**src/rtl/assert_macros.svh**
```systemverilog
// ----------------------------------------------------------------------------
// assertion macros
// shared concurrent assertion helpers for the rtl files
// ----------------------------------------------------------------------------
`ifndef ASSERT_MACROS_SVH
`define ASSERT_MACROS_SVH
`ifndef ASSERT_OFF
// expr must hold at every clock edge out of reset
`define ASSERT_ALWAYS(lbl, clk, rstn, expr) \
    lbl: assert property (@(posedge clk) disable iff (!(rstn)) (expr)) \
        else $error("assertion failed");
// expr must never hold at a clock edge out of reset
`define ASSERT_NEVER(lbl, clk, rstn, expr) \
    lbl: assert property (@(posedge clk) disable iff (!(rstn)) !(expr)) \
        else $error("assertion failed");
`else
`define ASSERT_ALWAYS(lbl, clk, rstn, expr)
`define ASSERT_NEVER(lbl, clk, rstn, expr)
`endif
`endif

```
**src/rtl/qjtg_pkg.sv**
```systemverilog
// ----------------------------------------------------------------------------
// qjtg_pkg
// shared types, constants and arithmetic helpers of the trajectory generator
// ----------------------------------------------------------------------------
package qjtg_pkg;

    localparam int JOINT_W   = 3;
    localparam int POS_W     = 24;
    localparam int DELTA_W   = 25;
    localparam int DUR_W     = 20;
    localparam int RECIP_W   = 25;
    localparam int CFG_W     = 25;
    localparam int CFG_IDX_W = 1;
    localparam int Q_W       = 25;
    localparam int DS_W      = 26;
    localparam int MUL_W     = 27;
    localparam int PROD_W    = 2 * MUL_W;
    localparam int RND_W     = PROD_W - 24;
    localparam int MAX_SLOTS = 8;
    localparam int DEF_NUM_JOINTS = 8;

    localparam logic [DUR_W-1:0]   DUR_RESET   = 20'd200;
    localparam logic [RECIP_W-1:0] RECIP_RESET = 25'd83886;
    localparam logic [DUR_W-1:0]   ELAPSED_MAX = 20'hFFFFF;
    localparam logic [Q_W-1:0]     ONE_Q24     = 25'h1000000;

    localparam logic [CFG_IDX_W-1:0] CFG_IDX_DURATION = 1'b0;
    localparam logic [CFG_IDX_W-1:0] CFG_IDX_RECIP    = 1'b1;

    localparam logic OP_LOAD = 1'b0;
    localparam logic OP_TICK = 1'b1;

    typedef struct packed {
        logic                      is_tick;
        logic                      wr_en;
        logic                      arm;
        logic [JOINT_W-1:0]        joint;
        logic signed [POS_W-1:0]   start;
        logic signed [DELTA_W-1:0] delta;
    } cmd_t;

    typedef enum logic [3:0] {
        ST_IDLE, ST_TAU, ST_CLAMP, ST_P2, ST_P3, ST_P4, ST_P5,
        ST_POLY, ST_JS, ST_JD, ST_JV, ST_EMIT
    } state_t;

    // floor((x + 2^23) / 2^24)
    function automatic logic signed [RND_W-1:0] round24(input logic signed [PROD_W-1:0] x);
        logic signed [PROD_W-1:0] y;
        y = x + PROD_W'(64'sd8388608);
        return y[PROD_W-1:24];
    endfunction

    function automatic logic signed [POS_W-1:0] sat24(input logic signed [31:0] v);
        if (v > 32'sd8388607) begin
            return 24'sh7FFFFF;
        end else if (v < -32'sd8388608) begin
            return 24'sh800000;
        end
        return v[POS_W-1:0];
    endfunction

endpackage

```
**src/rtl/quintic_joint_trajectory_generator_unit.sv**
```systemverilog
// a tick steps through tau, clamp, the powers of tau and the polynomial, then per joint
// through position, velocity and emit; emit waits while the output register is busy
// products use the single shared 27x27 multiplier; the back takes items only while idle
// reset: aresetn synchronous active low clears state, endpoints and counters
// ----------------------------------------------------------------------------
// quintic_joint_trajectory_generator_unit
// minimum-jerk joint trajectory generator, front decode, queue and back datapath
// ----------------------------------------------------------------------------
module quintic_joint_trajectory_generator_unit #(
    parameter int NUM_JOINTS = qjtg_pkg::DEF_NUM_JOINTS
) (
    input  logic                                aclk,
    input  logic                                aresetn,
    // configuration write port
    input  logic                                cfg_wr_en,
    input  logic [qjtg_pkg::CFG_IDX_W-1:0]      cfg_index,
    input  logic [qjtg_pkg::CFG_W-1:0]          cfg_data,
    // input items
    input  logic                                s_valid,
    output logic                                s_ready,
    input  logic                                s_operation,
    input  logic [qjtg_pkg::JOINT_W-1:0]        s_joint,
    input  logic signed [qjtg_pkg::POS_W-1:0]   s_start_position,
    input  logic signed [qjtg_pkg::POS_W-1:0]   s_goal_position,
    input  logic                                s_arm,
    // result items
    output logic                                m_valid,
    input  logic                                m_ready,
    output logic [qjtg_pkg::JOINT_W-1:0]        m_joint_out,
    output logic signed [qjtg_pkg::POS_W-1:0]   m_position_command,
    output logic signed [qjtg_pkg::POS_W-1:0]   m_velocity_command,
    output logic                                m_finished,
    output logic                                m_last
);
    import qjtg_pkg::*;

    // configuration registers
    logic [DUR_W-1:0]   duration_reg;
    logic [RECIP_W-1:0] recip_reg;

    // queue between front and back
    cmd_t push_cmd, head_cmd;
    logic q_push, q_pop, q_full, q_empty;

    always_ff @(posedge aclk) begin
        if (!aresetn) begin
            duration_reg <= DUR_RESET;
            recip_reg    <= RECIP_RESET;
        end else if (cfg_wr_en) begin
            unique case (cfg_index)
                CFG_IDX_DURATION: duration_reg <= cfg_data[DUR_W-1:0];
                CFG_IDX_RECIP:    recip_reg    <= cfg_data[RECIP_W-1:0];
                default: ;
            endcase
        end
    end

    // front: accept and classify each item, form goal minus start
    qjtg_front #(.NUM_JOINTS(NUM_JOINTS)) u_front (
        .s_valid          (s_valid),
        .s_ready          (s_ready),
        .s_operation      (s_operation),
        .s_joint          (s_joint),
        .s_start_position (s_start_position),
        .s_goal_position  (s_goal_position),
        .s_arm            (s_arm),
        .q_full           (q_full),
        .q_push           (q_push),
        .q_cmd            (push_cmd)
    );

    // short queue lets the front keep taking items while a tick runs
    qjtg_fifo u_fifo (
        .aclk     (aclk),
        .aresetn  (aresetn),
        .push     (q_push),
        .push_cmd (push_cmd),
        .pop      (q_pop),
        .head_cmd (head_cmd),
        .full     (q_full),
        .empty    (q_empty)
    );

    // back: loads, tick counter, polynomial and per-joint scaling
    qjtg_back #(.NUM_JOINTS(NUM_JOINTS)) u_back (
        .aclk               (aclk),
        .aresetn            (aresetn),
        .q_empty            (q_empty),
        .q_cmd              (head_cmd),
        .q_pop              (q_pop),
        .duration           (duration_reg),
        .recip              (recip_reg),
        .m_valid            (m_valid),
        .m_ready            (m_ready),
        .m_joint_out        (m_joint_out),
        .m_position_command (m_position_command),
        .m_velocity_command (m_velocity_command),
        .m_finished         (m_finished),
        .m_last             (m_last)
    );

endmodule

```
**src/rtl/qjtg_front.sv**
```systemverilog
// ----------------------------------------------------------------------------
// qjtg_front
// accepts input items, classifies them and forms the endpoint delta
// ----------------------------------------------------------------------------
module qjtg_front #(
    parameter int NUM_JOINTS = qjtg_pkg::DEF_NUM_JOINTS
) (
    input  logic                                s_valid,
    output logic                                s_ready,
    input  logic                                s_operation,
    input  logic [qjtg_pkg::JOINT_W-1:0]        s_joint,
    input  logic signed [qjtg_pkg::POS_W-1:0]   s_start_position,
    input  logic signed [qjtg_pkg::POS_W-1:0]   s_goal_position,
    input  logic                                s_arm,
    input  logic                                q_full,
    output logic                                q_push,
    output qjtg_pkg::cmd_t                      q_cmd
);
    import qjtg_pkg::*;

    localparam int SLOTS = (NUM_JOINTS < MAX_SLOTS) ? NUM_JOINTS : MAX_SLOTS;
    localparam logic [JOINT_W:0] SLOTS_L = (JOINT_W + 1)'(SLOTS);

    assign s_ready = !q_full;
    assign q_push  = s_valid && !q_full;

    always_comb begin
        q_cmd.is_tick = (s_operation == OP_TICK);
        // loads to slots beyond the emitted range are dropped, arm still acts
        q_cmd.wr_en   = (s_operation == OP_LOAD) && ({1'b0, s_joint} < SLOTS_L);
        q_cmd.arm     = (s_operation == OP_LOAD) && s_arm;
        q_cmd.joint   = s_joint;
        q_cmd.start   = s_start_position;
        q_cmd.delta   = DELTA_W'(s_goal_position) - DELTA_W'(s_start_position);
    end

endmodule

```
**src/rtl/qjtg_fifo.sv**
```systemverilog
// ----------------------------------------------------------------------------
// qjtg_fifo
// two-entry command queue between the front and back parts
// ----------------------------------------------------------------------------
`include "assert_macros.svh"
module qjtg_fifo (
    input  logic           aclk,
    input  logic           aresetn,
    input  logic           push,
    input  qjtg_pkg::cmd_t push_cmd,
    input  logic           pop,
    output qjtg_pkg::cmd_t head_cmd,
    output logic           full,
    output logic           empty
);
    import qjtg_pkg::*;

    cmd_t       entry_reg [2];
    logic       wr_ptr_reg, wr_ptr_next;
    logic       rd_ptr_reg, rd_ptr_next;
    logic [1:0] count_reg, count_next;

    assign full     = (count_reg == 2'd2);
    assign empty    = (count_reg == 2'd0);
    assign head_cmd = entry_reg[rd_ptr_reg];

    always_comb begin
        wr_ptr_next = push ? !wr_ptr_reg : wr_ptr_reg;
        rd_ptr_next = pop ? !rd_ptr_reg : rd_ptr_reg;
        count_next  = count_reg + 2'(push) - 2'(pop);
    end

    always_ff @(posedge aclk) begin
        if (!aresetn) begin
            wr_ptr_reg <= 1'b0;
            rd_ptr_reg <= 1'b0;
            count_reg  <= 2'd0;
        end else begin
            wr_ptr_reg <= wr_ptr_next;
            rd_ptr_reg <= rd_ptr_next;
            count_reg  <= count_next;
        end
    end

    always_ff @(posedge aclk) begin
        if (push) begin
            entry_reg[wr_ptr_reg] <= push_cmd;
        end
    end

    `ASSERT_NEVER(a_pop_empty, aclk, aresetn, pop && empty)
    `ASSERT_NEVER(a_push_full, aclk, aresetn, push && full)
    `ASSERT_ALWAYS(a_count_range, aclk, aresetn, count_reg != 2'd3)

endmodule

```
**src/rtl/qjtg_back.sv**
```systemverilog
// ----------------------------------------------------------------------------
// qjtg_back
// executes loads and ticks: polynomial evaluation and per-joint scaling
// ----------------------------------------------------------------------------
module qjtg_back #(
    parameter int NUM_JOINTS = qjtg_pkg::DEF_NUM_JOINTS
) (
    input  logic                                aclk,
    input  logic                                aresetn,
    input  logic                                q_empty,
    input  qjtg_pkg::cmd_t                      q_cmd,
    output logic                                q_pop,
    input  logic [qjtg_pkg::DUR_W-1:0]          duration,
    input  logic [qjtg_pkg::RECIP_W-1:0]        recip,
    output logic                                m_valid,
    input  logic                                m_ready,
    output logic [qjtg_pkg::JOINT_W-1:0]        m_joint_out,
    output logic signed [qjtg_pkg::POS_W-1:0]   m_position_command,
    output logic signed [qjtg_pkg::POS_W-1:0]   m_velocity_command,
    output logic                                m_finished,
    output logic                                m_last
);
    import qjtg_pkg::*;

    localparam int SLOTS = (NUM_JOINTS < MAX_SLOTS) ? NUM_JOINTS : MAX_SLOTS;
    localparam int JW    = (SLOTS > 1) ? $clog2(SLOTS) : 1;
    localparam logic [JW-1:0] LAST_J = JW'(SLOTS - 1);

    state_t state_reg, state_next;
    logic   active_reg, active_next;
    logic [DUR_W-1:0] elapsed_reg, elapsed_next;
    logic [Q_W-1:0]   tau_reg, tau_next;
    logic             done_reg, done_next;
    logic [Q_W-1:0]   t2_reg, t2_next, t3_reg, t3_next, t4_reg, t4_next;
    logic [Q_W-1:0]   s_reg, s_next;
    logic [DS_W-1:0]  ds_reg, ds_next;
    logic signed [POS_W-1:0]  pos_reg, pos_next;
    logic signed [PROD_W-1:0] prod_reg, prod_next;
    logic [JW-1:0]    j_reg, j_next;

    logic signed [POS_W-1:0]   start_reg [SLOTS];
    logic signed [DELTA_W-1:0] delta_reg [SLOTS];

    logic                      m_valid_reg, m_valid_next;
    logic [JOINT_W-1:0]        m_joint_reg, m_joint_next;
    logic signed [POS_W-1:0]   m_pos_reg, m_pos_next;
    logic signed [POS_W-1:0]   m_vel_reg, m_vel_next;
    logic                      m_fin_reg, m_fin_next;
    logic                      m_last_reg, m_last_next;

    logic signed [MUL_W-1:0]   mul_a, mul_b;
    logic signed [RND_W-1:0]   rnd;
    logic signed [31:0]        s_full, ds_full;
    logic signed [DELTA_W-1:0] d_cur;
    logic                      out_free;
    logic                      load_wr;

    assign rnd      = round24(prod_reg);
    assign d_cur    = delta_reg[j_reg];
    assign out_free = !m_valid_reg || m_ready;
    assign q_pop    = (state_reg == ST_IDLE) && !q_empty;
    assign load_wr  = q_pop && !q_cmd.is_tick && q_cmd.wr_en;

    // next state
    always_comb begin
        state_next = state_reg;
        unique case (state_reg)
            ST_IDLE:  if (q_pop && q_cmd.is_tick && active_reg) state_next = ST_TAU;
            ST_TAU:   state_next = ST_CLAMP;
            ST_CLAMP: state_next = ST_P2;
            ST_P2:    state_next = ST_P3;
            ST_P3:    state_next = ST_P4;
            ST_P4:    state_next = ST_P5;
            ST_P5:    state_next = ST_POLY;
            ST_POLY:  state_next = ST_JS;
            ST_JS:    state_next = ST_JD;
            ST_JD:    state_next = ST_JV;
            ST_JV:    state_next = ST_EMIT;
            ST_EMIT: begin
                if (out_free) state_next = (j_reg == LAST_J) ? ST_IDLE : ST_JS;
            end
            default:  state_next = ST_IDLE;
        endcase
    end

    // datapath
    always_comb begin
        active_next  = active_reg;
        elapsed_next = elapsed_reg;
        tau_next     = tau_reg;
        done_next    = done_reg;
        t2_next      = t2_reg;
        t3_next      = t3_reg;
        t4_next      = t4_reg;
        s_next       = s_reg;
        ds_next      = ds_reg;
        pos_next     = pos_reg;
        j_next       = j_reg;
        mul_a        = '0;
        mul_b        = '0;
        s_full       = '0;
        ds_full      = '0;
        m_valid_next = m_valid_reg && !m_ready;
        m_joint_next = m_joint_reg;
        m_pos_next   = m_pos_reg;
        m_vel_next   = m_vel_reg;
        m_fin_next   = m_fin_reg;
        m_last_next  = m_last_reg;
        case (state_reg)
            ST_IDLE: begin
                if (q_pop) begin
                    if (q_cmd.is_tick) begin
                        if (active_reg && elapsed_reg != ELAPSED_MAX) begin
                            elapsed_next = elapsed_reg + 1'b1;
                        end
                    end else if (q_cmd.arm) begin
                        active_next  = 1'b1;
                        elapsed_next = '0;
                    end
                end
            end
            ST_TAU: begin
                mul_a = MUL_W'(elapsed_reg);
                mul_b = MUL_W'(recip);
            end
            ST_CLAMP: begin
                done_next = (elapsed_reg >= duration) || (prod_reg >= PROD_W'(ONE_Q24));
                tau_next  = done_next ? ONE_Q24 : prod_reg[Q_W-1:0];
            end
            ST_P2: begin
                mul_a = MUL_W'(tau_reg);
                mul_b = MUL_W'(tau_reg);
            end
            ST_P3: begin
                t2_next = rnd[Q_W-1:0];
                mul_a   = MUL_W'(rnd[Q_W-1:0]);
                mul_b   = MUL_W'(tau_reg);
            end
            ST_P4: begin
                t3_next = rnd[Q_W-1:0];
                mul_a   = MUL_W'(rnd[Q_W-1:0]);
                mul_b   = MUL_W'(tau_reg);
            end
            ST_P5: begin
                t4_next = rnd[Q_W-1:0];
                mul_a   = MUL_W'(rnd[Q_W-1:0]);
                mul_b   = MUL_W'(tau_reg);
            end
            ST_POLY: begin
                s_full = 32'sd10 * $signed(32'(t3_reg)) - 32'sd15 * $signed(32'(t4_reg))
                       + 32'sd6 * $signed(32'(rnd[Q_W-1:0]));
                ds_full = 32'sd30 * $signed(32'(t2_reg)) - 32'sd60 * $signed(32'(t3_reg))
                        + 32'sd30 * $signed(32'(t4_reg));
                if (s_full < 0) begin
                    s_next = '0;
                end else if (s_full > $signed(32'(ONE_Q24))) begin
                    s_next = ONE_Q24;
                end else begin
                    s_next = s_full[Q_W-1:0];
                end
                ds_next = (ds_full < 0) ? '0 : ds_full[DS_W-1:0];
                j_next  = '0;
            end
            ST_JS: begin
                mul_a = MUL_W'(s_reg);
                mul_b = MUL_W'(d_cur);
            end
            ST_JD: begin
                pos_next = sat24(32'(start_reg[j_reg]) + 32'(rnd));
                mul_a    = MUL_W'(ds_reg);
                mul_b    = MUL_W'(d_cur);
            end
            ST_JV: begin
                mul_a = rnd[MUL_W-1:0];
                mul_b = MUL_W'(recip);
            end
            ST_EMIT: begin
                if (out_free) begin
                    m_valid_next = 1'b1;
                    m_joint_next = JOINT_W'(j_reg);
                    m_pos_next   = pos_reg;
                    m_vel_next   = sat24(32'(rnd));
                    m_fin_next   = done_reg;
                    m_last_next  = (j_reg == LAST_J);
                    j_next       = j_reg + 1'b1;
                    if (j_reg == LAST_J && done_reg) active_next = 1'b0;
                end
            end
            default: ;
        endcase
        prod_next = mul_a * mul_b;
        // keep the velocity product while the output register is busy
        if (state_reg == ST_EMIT && !out_free) begin
            prod_next = prod_reg;
        end
    end

    always_ff @(posedge aclk) begin
        if (!aresetn) begin
            state_reg   <= ST_IDLE;
            active_reg  <= 1'b0;
            elapsed_reg <= '0;
            m_valid_reg <= 1'b0;
        end else begin
            state_reg   <= state_next;
            active_reg  <= active_next;
            elapsed_reg <= elapsed_next;
            m_valid_reg <= m_valid_next;
        end
    end

    always_ff @(posedge aclk) begin
        tau_reg     <= tau_next;
        done_reg    <= done_next;
        t2_reg      <= t2_next;
        t3_reg      <= t3_next;
        t4_reg      <= t4_next;
        s_reg       <= s_next;
        ds_reg      <= ds_next;
        pos_reg     <= pos_next;
        prod_reg    <= prod_next;
        j_reg       <= j_next;
        m_joint_reg <= m_joint_next;
        m_pos_reg   <= m_pos_next;
        m_vel_reg   <= m_vel_next;
        m_fin_reg   <= m_fin_next;
        m_last_reg  <= m_last_next;
    end

    // joint endpoint store, cleared by reset
    always_ff @(posedge aclk) begin
        if (!aresetn) begin
            for (int i = 0; i < SLOTS; i++) begin
                start_reg[i] <= '0;
                delta_reg[i] <= '0;
            end
        end else if (load_wr) begin
            start_reg[q_cmd.joint[JW-1:0]] <= q_cmd.start;
            delta_reg[q_cmd.joint[JW-1:0]] <= q_cmd.delta;
        end
    end

    assign m_valid            = m_valid_reg;
    assign m_joint_out        = m_joint_reg;
    assign m_position_command = m_pos_reg;
    assign m_velocity_command = m_vel_reg;
    assign m_finished         = m_fin_reg;
    assign m_last             = m_last_reg;

endmodule

```
**config.mk**
```make
export PLATFORM = sky130hd
export DESIGN_NAME = quintic_joint_trajectory_generator_unit
export DESIGN_NICKNAME = d
export VERILOG_FILES = /design/src/rtl/qjtg_pkg.sv /design/src/rtl/quintic_joint_trajectory_generator_unit.sv /design/src/rtl/qjtg_front.sv /design/src/rtl/qjtg_fifo.sv /design/src/rtl/qjtg_back.sv
export VERILOG_INCLUDE_DIRS = /design/src /design/src/rtl
export SDC_FILE = /design/constraint.sdc
export NUM_CORES = 2
export LEC_CHECK = 0
export BUFFER_PORTS_ARGS = -buffer_cell sky130_fd_sc_hd__buf_2
export CAP_MARGIN = 5
export CORE_UTILIZATION = 25
export CTS_CLUSTER_DIAMETER = 100
export CTS_CLUSTER_SIZE = 12
export DETAILED_ROUTE_END_ITERATION = 6
export SYNTH_ARGS = -nofsm -noshare
export SYNTH_HDL_FRONTEND = slang
export SYNTH_HIERARCHICAL = 1
export SYNTH_SLANG_ARGS = --single-unit
```
**constraint.sdc**
```tcl
create_clock -name aclk -period 8.59 [get_ports aclk]
set_clock_uncertainty 0.2 [all_clocks]
set_input_delay 0.859 -clock aclk [delete_from_list [all_inputs] [get_ports aclk]]
set_output_delay 0.859 -clock aclk [all_outputs]
set_load 0.01 [all_outputs]
```
# Word-level counts from Yosys, hierarchy flattened
# Memories as Yosys holds them, arrays and structs flattened. A register that Yosys moved wholly into a read port is not among the register bits.
# Index checks and enable logic that the tools add are counted.
# totals
mem_count,3
regBits,361
input_bits,84
output_inout_bits,55
elab_cells,167
mem_bits_rw,502
# classes
bitwise,2
reduce_logical,40
n_lt_le_gt_ge,9
multipliers,7
mux,49
addsub,11
eq_ne,21
# mem_list
name,depth,width,read_ports,rd_clocked_by_memory_dff,wr,line,source
u_back.delta_reg,8,25,1,1,8,qjtg_back.sv:42,logic signed [DELTA_W-1:0] delta_reg [SLOTS];
u_back.start_reg,8,24,1,1,8,qjtg_back.sv:41,logic signed [POS_W-1:0] start_reg [SLOTS];
u_fifo.entry_reg,2,55,1,1,1,qjtg_fifo.sv:18,cmd_t entry_reg [2];
# op_table
operator,n
$mux 24,7
$pmux 27 s6,1
$mul 4x25->29 const A,4
$pmux 27 s3,1
$add 32x32->32,2
$lt 32x1->1 const B,2
$sub 32x32->32,2
$mux 20,3
$add 54x25->54 const B,1
$ge 54x25->1 const B,1
$mul 27x27->54,1
$mux 25,2
$pmux 4 s12,1
$gt 32x24->1 const B,1
$gt 32x26->1 const B,1
$lt 32x24->1 const B,1
$add 24x30->31,1
$gt 30x24->1 const B,1
$lt 30x24->1 const B,1
$mul 3x25->28 const A,1
$mul 2x25->27 const A,1
$reduce_or 25->1,1
$sub 24x24->25,1
$mux 1,24
other kinds (32),77

# Longest topological paths before layout
# logic_depth
word_depth,10
ltp_mapped,37

# Cells and area by module
# Netlist, hierarchy kept.
# by_module_without_submodules
mod,seq_area_each_um2,area_each_um2,cells_per_inst,n_inst
qjtg_back,20910.1,73056.3,6914,1
qjtg_fifo,3403.3,4446.8,192,1
quintic_joint_trajectory_generator_unit,900.9,1799.2,190,1
qjtg_front,0.0,1576.5,223,1

# Least setup slack after synthesis
# Ideal clock, no wire load.
# synth_path
kind,flip-flop to flip-flop
start,register u_back.state_reg[0]
end,register u_back.prod_reg[47] (data pin)
setup_time_ns,0.195
setup_slack_ns,-0.944
path_stages_with_launch,34
arrival_time_ns,9.139
n_path_buf,3
required_time_ns,8.195
period_less_slack_ns,9.534
cell_sequence,dfxtp_1 > clkbuf_1 > nand2_1 > nor3_1 > clkbuf_1 > a22oi_1 > nand2_1 > a21o_1 > clkbuf_1 > nand2_1 > fa_1 > inv_1 > fa_1 > inv_1 > fa_1 > fa_1 > fa_1 > inv_1 > fa_1 > inv_1 > fa_1 > inv_1 > ha_1 > inv_1 > o21bai_1 > a21oi_1 > o21ai_0 > a221o_1 > o211ai_1 > a211oi_1 > nor2_1 > o31a_1 > or3_1 > o311ai_0
# synth_between
elab_chain_cells,4
elab_cells_between_ends,15
cone_classes,mul: 1; eq/ne: 8; mux: 2; reduce/logical: 4
# synth_rtl
element,line,source
from (decl),qjtg_back.sv:29,"state_t state_reg, state_next;"
from (signal assigned),qjtg_back.sv:205,state_reg <= state_next;
$eq 4x3->1 (tied with other cells),qjtg_back.sv:109,case (state_reg)
$reduce_or 3->1 (no line) (tied with other cells),--,
$pmux 27 s6 or $pmux 27 s3 (tied branches),qjtg_back.sv:109,
$mul 27x27->54 (*),qjtg_back.sv:191,prod_next = mul_a * mul_b;
to (signal assigned),qjtg_back.sv:221,prod_reg <= prod_next;
to (decl),qjtg_back.sv:38,"logic signed [PROD_W-1:0] prod_reg, prod_next;"
# Mark *: on every way between the ends. The rest lies on a longest branch, timed or not.
# A chain may end at the register's enable or synchronous reset.

==> reports/qor.csv <==
stage;metric;value;unit
clock_tree;CTS buffer count;85;
pwr;leakage power;41.61;nW
floorplan;core area;0.3214;sq mm
worst_setup_path;type of origin of the critical path;flip-flop;
logic_synthesis;Yosys warnings;6;
clock_tree;CTS sink count;866;
logic_synthesis;post-synthesis cell count;7519;
sta;PnR worst setup slack;-0.2672;ns
floorplan;Initial Util;0.2516;
global_route;pin count of the biggest net entering global routing;72;
sta;Max transition margin;0.1652;
finish;post-route insts no fill;12670;
finish;max FFs per register;200;
detailed_routing;routed len/inst;20.21;um
placed_design;dpl hpwl;205300;um
detailed_routing;Routed Wire Length;256200;um
placed_design;pre-CTS setup slack;-0.7818;ns
sta;Slew Limit Fails;0;
worst_setup_path;critical path type;reg2reg;
finish;share of cells above drive strength 1;0.1995;
worst_setup_path;worst-path fanout max;7;
global_route;GRT overflow;0;
pwr;total power;12.88;mW
pwr;Peak supply drop;151.1;uV
global_route;number of global-route vias before repair;59930;
worst_setup_path;buffers plus inverters on the worst setup path;11;
global_route;Tot GR Track Use;0.1561;
placed_design;PortBufs;138;
detailed_routing;Post-DRT Antenna Nets;0;
clock_tree;CTS Buffer Depth;3;
placed_design;Placed Cells incl. Taps;12430;
logic_synthesis;area of the mapped netlist;0.08088;sq mm
logic_synthesis;#FFs+latches synth;866;
clock_tree;H-tree Lvls;3;
sta;unrepaired setup endpoints after global routing;yes;
logic_synthesis;syn_nets;9090;
sta;FMAX;112.9;MHz
detailed_routing;DR vias/cell;4.568;
logic_synthesis;dominant synthesized flop cell;edfxtp_1;
logic_synthesis;EDFF count, synth;787;
flow_run;max cap viols;0;
logic_synthesis;area leader, netlist;edfxtp_1;
sta;final setup fails;8;
global_route;first-pass GRT wire length;381100;um
sta;fin crit share;1.031;
worst_setup_path;Worst path max stage delay;0.59;ns
logic_synthesis;synth cell count leaders;1,181 x inv_1, 987 x fa_1, 787 x edfxtp_1;
detailed_routing;DRT iter0 DRCs;4560;
status;failing checks;design-rule violations, negative setup slack;
clock_tree;CTS hold repair buffers;0;
pwr;Power Density;132.7;mW/mm^2
logic_synthesis;most common cell in the synthesized netlist;inv_1;
floorplan;IO Pins;139;
clock_tree;CTS tree;yes;
worst_setup_path;Most common cell on crit path;fa_1;
worst_setup_path;Crit path required time;8.81;ns
clock_tree;Clock transition at path regs;0.06;ns
clock_tree;Worst-Skew Late Latency;0.75;ns
logic_synthesis;synth top area cells;edfxtp_1 29%, fa_1 24%, ha_1 7.7%, inv_1 5.5%, and2_1 3.5%;
worst_setup_path;flop-to-flop setup slack;-0.27;ns
worst_setup_path;CP endpoint kind;flip-flop;
clock_tree;CTS root buffer;clkbuf_16;
detailed_routing;via count;57890;
worst_setup_path;CP top delay family;adder cells;
sta;final hold vios;0;
floorplan;Die Area;0.3258;sq mm
sta;min cycle time layout;8.857;ns
detailed_routing;first-pass iteration count of the detailed router;7;
sta;Worst-Margin Slew;1.243;ns
logic_synthesis;Syn Area/Cell;10.76;sq um
finish;area grow syn2layout;20.05;%
placed_design;Placed Area;0.09211;sq mm
global_route;initial antenna violation count;14;
finish;design area;0.09710;sq mm
placed_design;GP Congestion;0.9479;
detailed_routing;DRC Markers;2;
min_path;Worst Hold Class;in2reg;
logic_synthesis;sequential-to-total area share from yosys stat;0.3118;
logic_synthesis;Yosys top cell area share;0.2922;
worst_setup_path;WP data arrival;9.08;ns
floorplan;row cnt;208;
logic_synthesis;ys async rst share;0;
floorplan;Die Width;570.8;um
floorplan;die height;570.8;um
worst_setup_path;Worst path slowest cell;fa_1;
status;status;finished with violations;
logic_synthesis;Yosys cell types;99;
finish;Final nets;9870;
-- per-layer routing --
metal	GRT usage	up-vias	routed length [um]
li1	-	26500	-
met1	0.1957	29090	104100
met2	0.2609	1863	120400
met3	0.02652	434	17330
met4	0.07291	2	14330
met5	0	-	17
-- placed cells by master (no fill, tap or decap), types with 35 or more instances in the layout --
cell       instances
nand2_1          564
ha_1             478
buf_4            743
mux2i_1           46
dfxtp_1           73
a211oi_1          44
nor2_1           516
buf_2            138
inv_2             51
a21o_1           164
nor2b_1           56
edfxtp_1         787
nand4_1           42
o21a_1            57
o21bai_1          35
mux4_2            98
buf_12            51
and3_1            45
fa_1             949
inv_1           1130
xnor2_1          191
a21oi_1          240
o21ai_0          153
buf_6             52
xor2_1            90
nor3_1            60
a22oi_1           60
and2_1           443
clkbuf_1          47
fa_2              38
clkbuf_16         85
mux2_4            58
nand2b_1          68
nand3_1           75
-- power by group --
group / internal, mW / switching [mW]
logic: 1.61 / 2.55
clock network: 1.91 / 1.76
registers: 4.91 / 0.139
-- final cells by class --
cell class / instances / area (sq um)
Fill cell: 33020 / 224300
Sequential cell: 866 / 25230
Multi-Input combinational cell: 5172 / 51420
Clock inverter: 15 / 282.8
Tap cell: 4305 / 5386
Clock buffer: 133 / 2308
Antenna cell: 8 / 20.02
Timing Repair Buffer: 992 / 8013
Inverter: 1182 / 4438
-- worst paths after layout --
kind / start / to / cells past startpoint
setup / recovery: flip-flop / u_back/prod_reg[45] / 30
hold / removal: s_joint[0] / u_fifo/entry_reg[0][49] / 1
setup reg to reg: flip-flop / u_back/prod_reg[45] / 30
hold reg to reg: u_back/pos_reg[12] / u_back/m_position_command[12] / 0
-- cells by family after synthesis --
group	after synthesis	synth area share
XOR/XNOR	305	0.03320
AND/OR/NAND/NOR	2076	0.1247
other	2	0.00009285
multiplexers	238	0.04856
buffers and inverters	1481	0.07204
AO/OA/AOI/OAI	1062	0.08775
adder cells (fa/ha/maj)	1489	0.3219
flip-flops	866	0.3118
-- timing repair --
| action | CTS | global route |
|---|---|---|
| gates cloned | 2 | 0 |
| buffers inserted | 72 | 32 |
| setup endpoints to repair | 22 | 47 |
| pin swaps | 149 | 142 |
| gates resized for setup | 197 | 202 |
-- per-stage QoR --
| step | TNS, ns | hold slack (ns) | utilization |
|---|---|---|---|
| 2_1_floorplan | -0.02882 | 0.2003 | - |
| 3_3_place_gp | -8.192 | 0.2011 | 0.2866 |
| 3_5_place_dp | -8.557 | 0.2062 | 0.2866 |
| 4_1_cts | -0.3203 | 0.06851 | 0.2992 |
| 5_1_grt | -4.142 | 0.08799 | 0.3021 |
| 6_report | -0.9443 | 0.1122 | 0.3021 |
(Power assumes the default switching activity.)
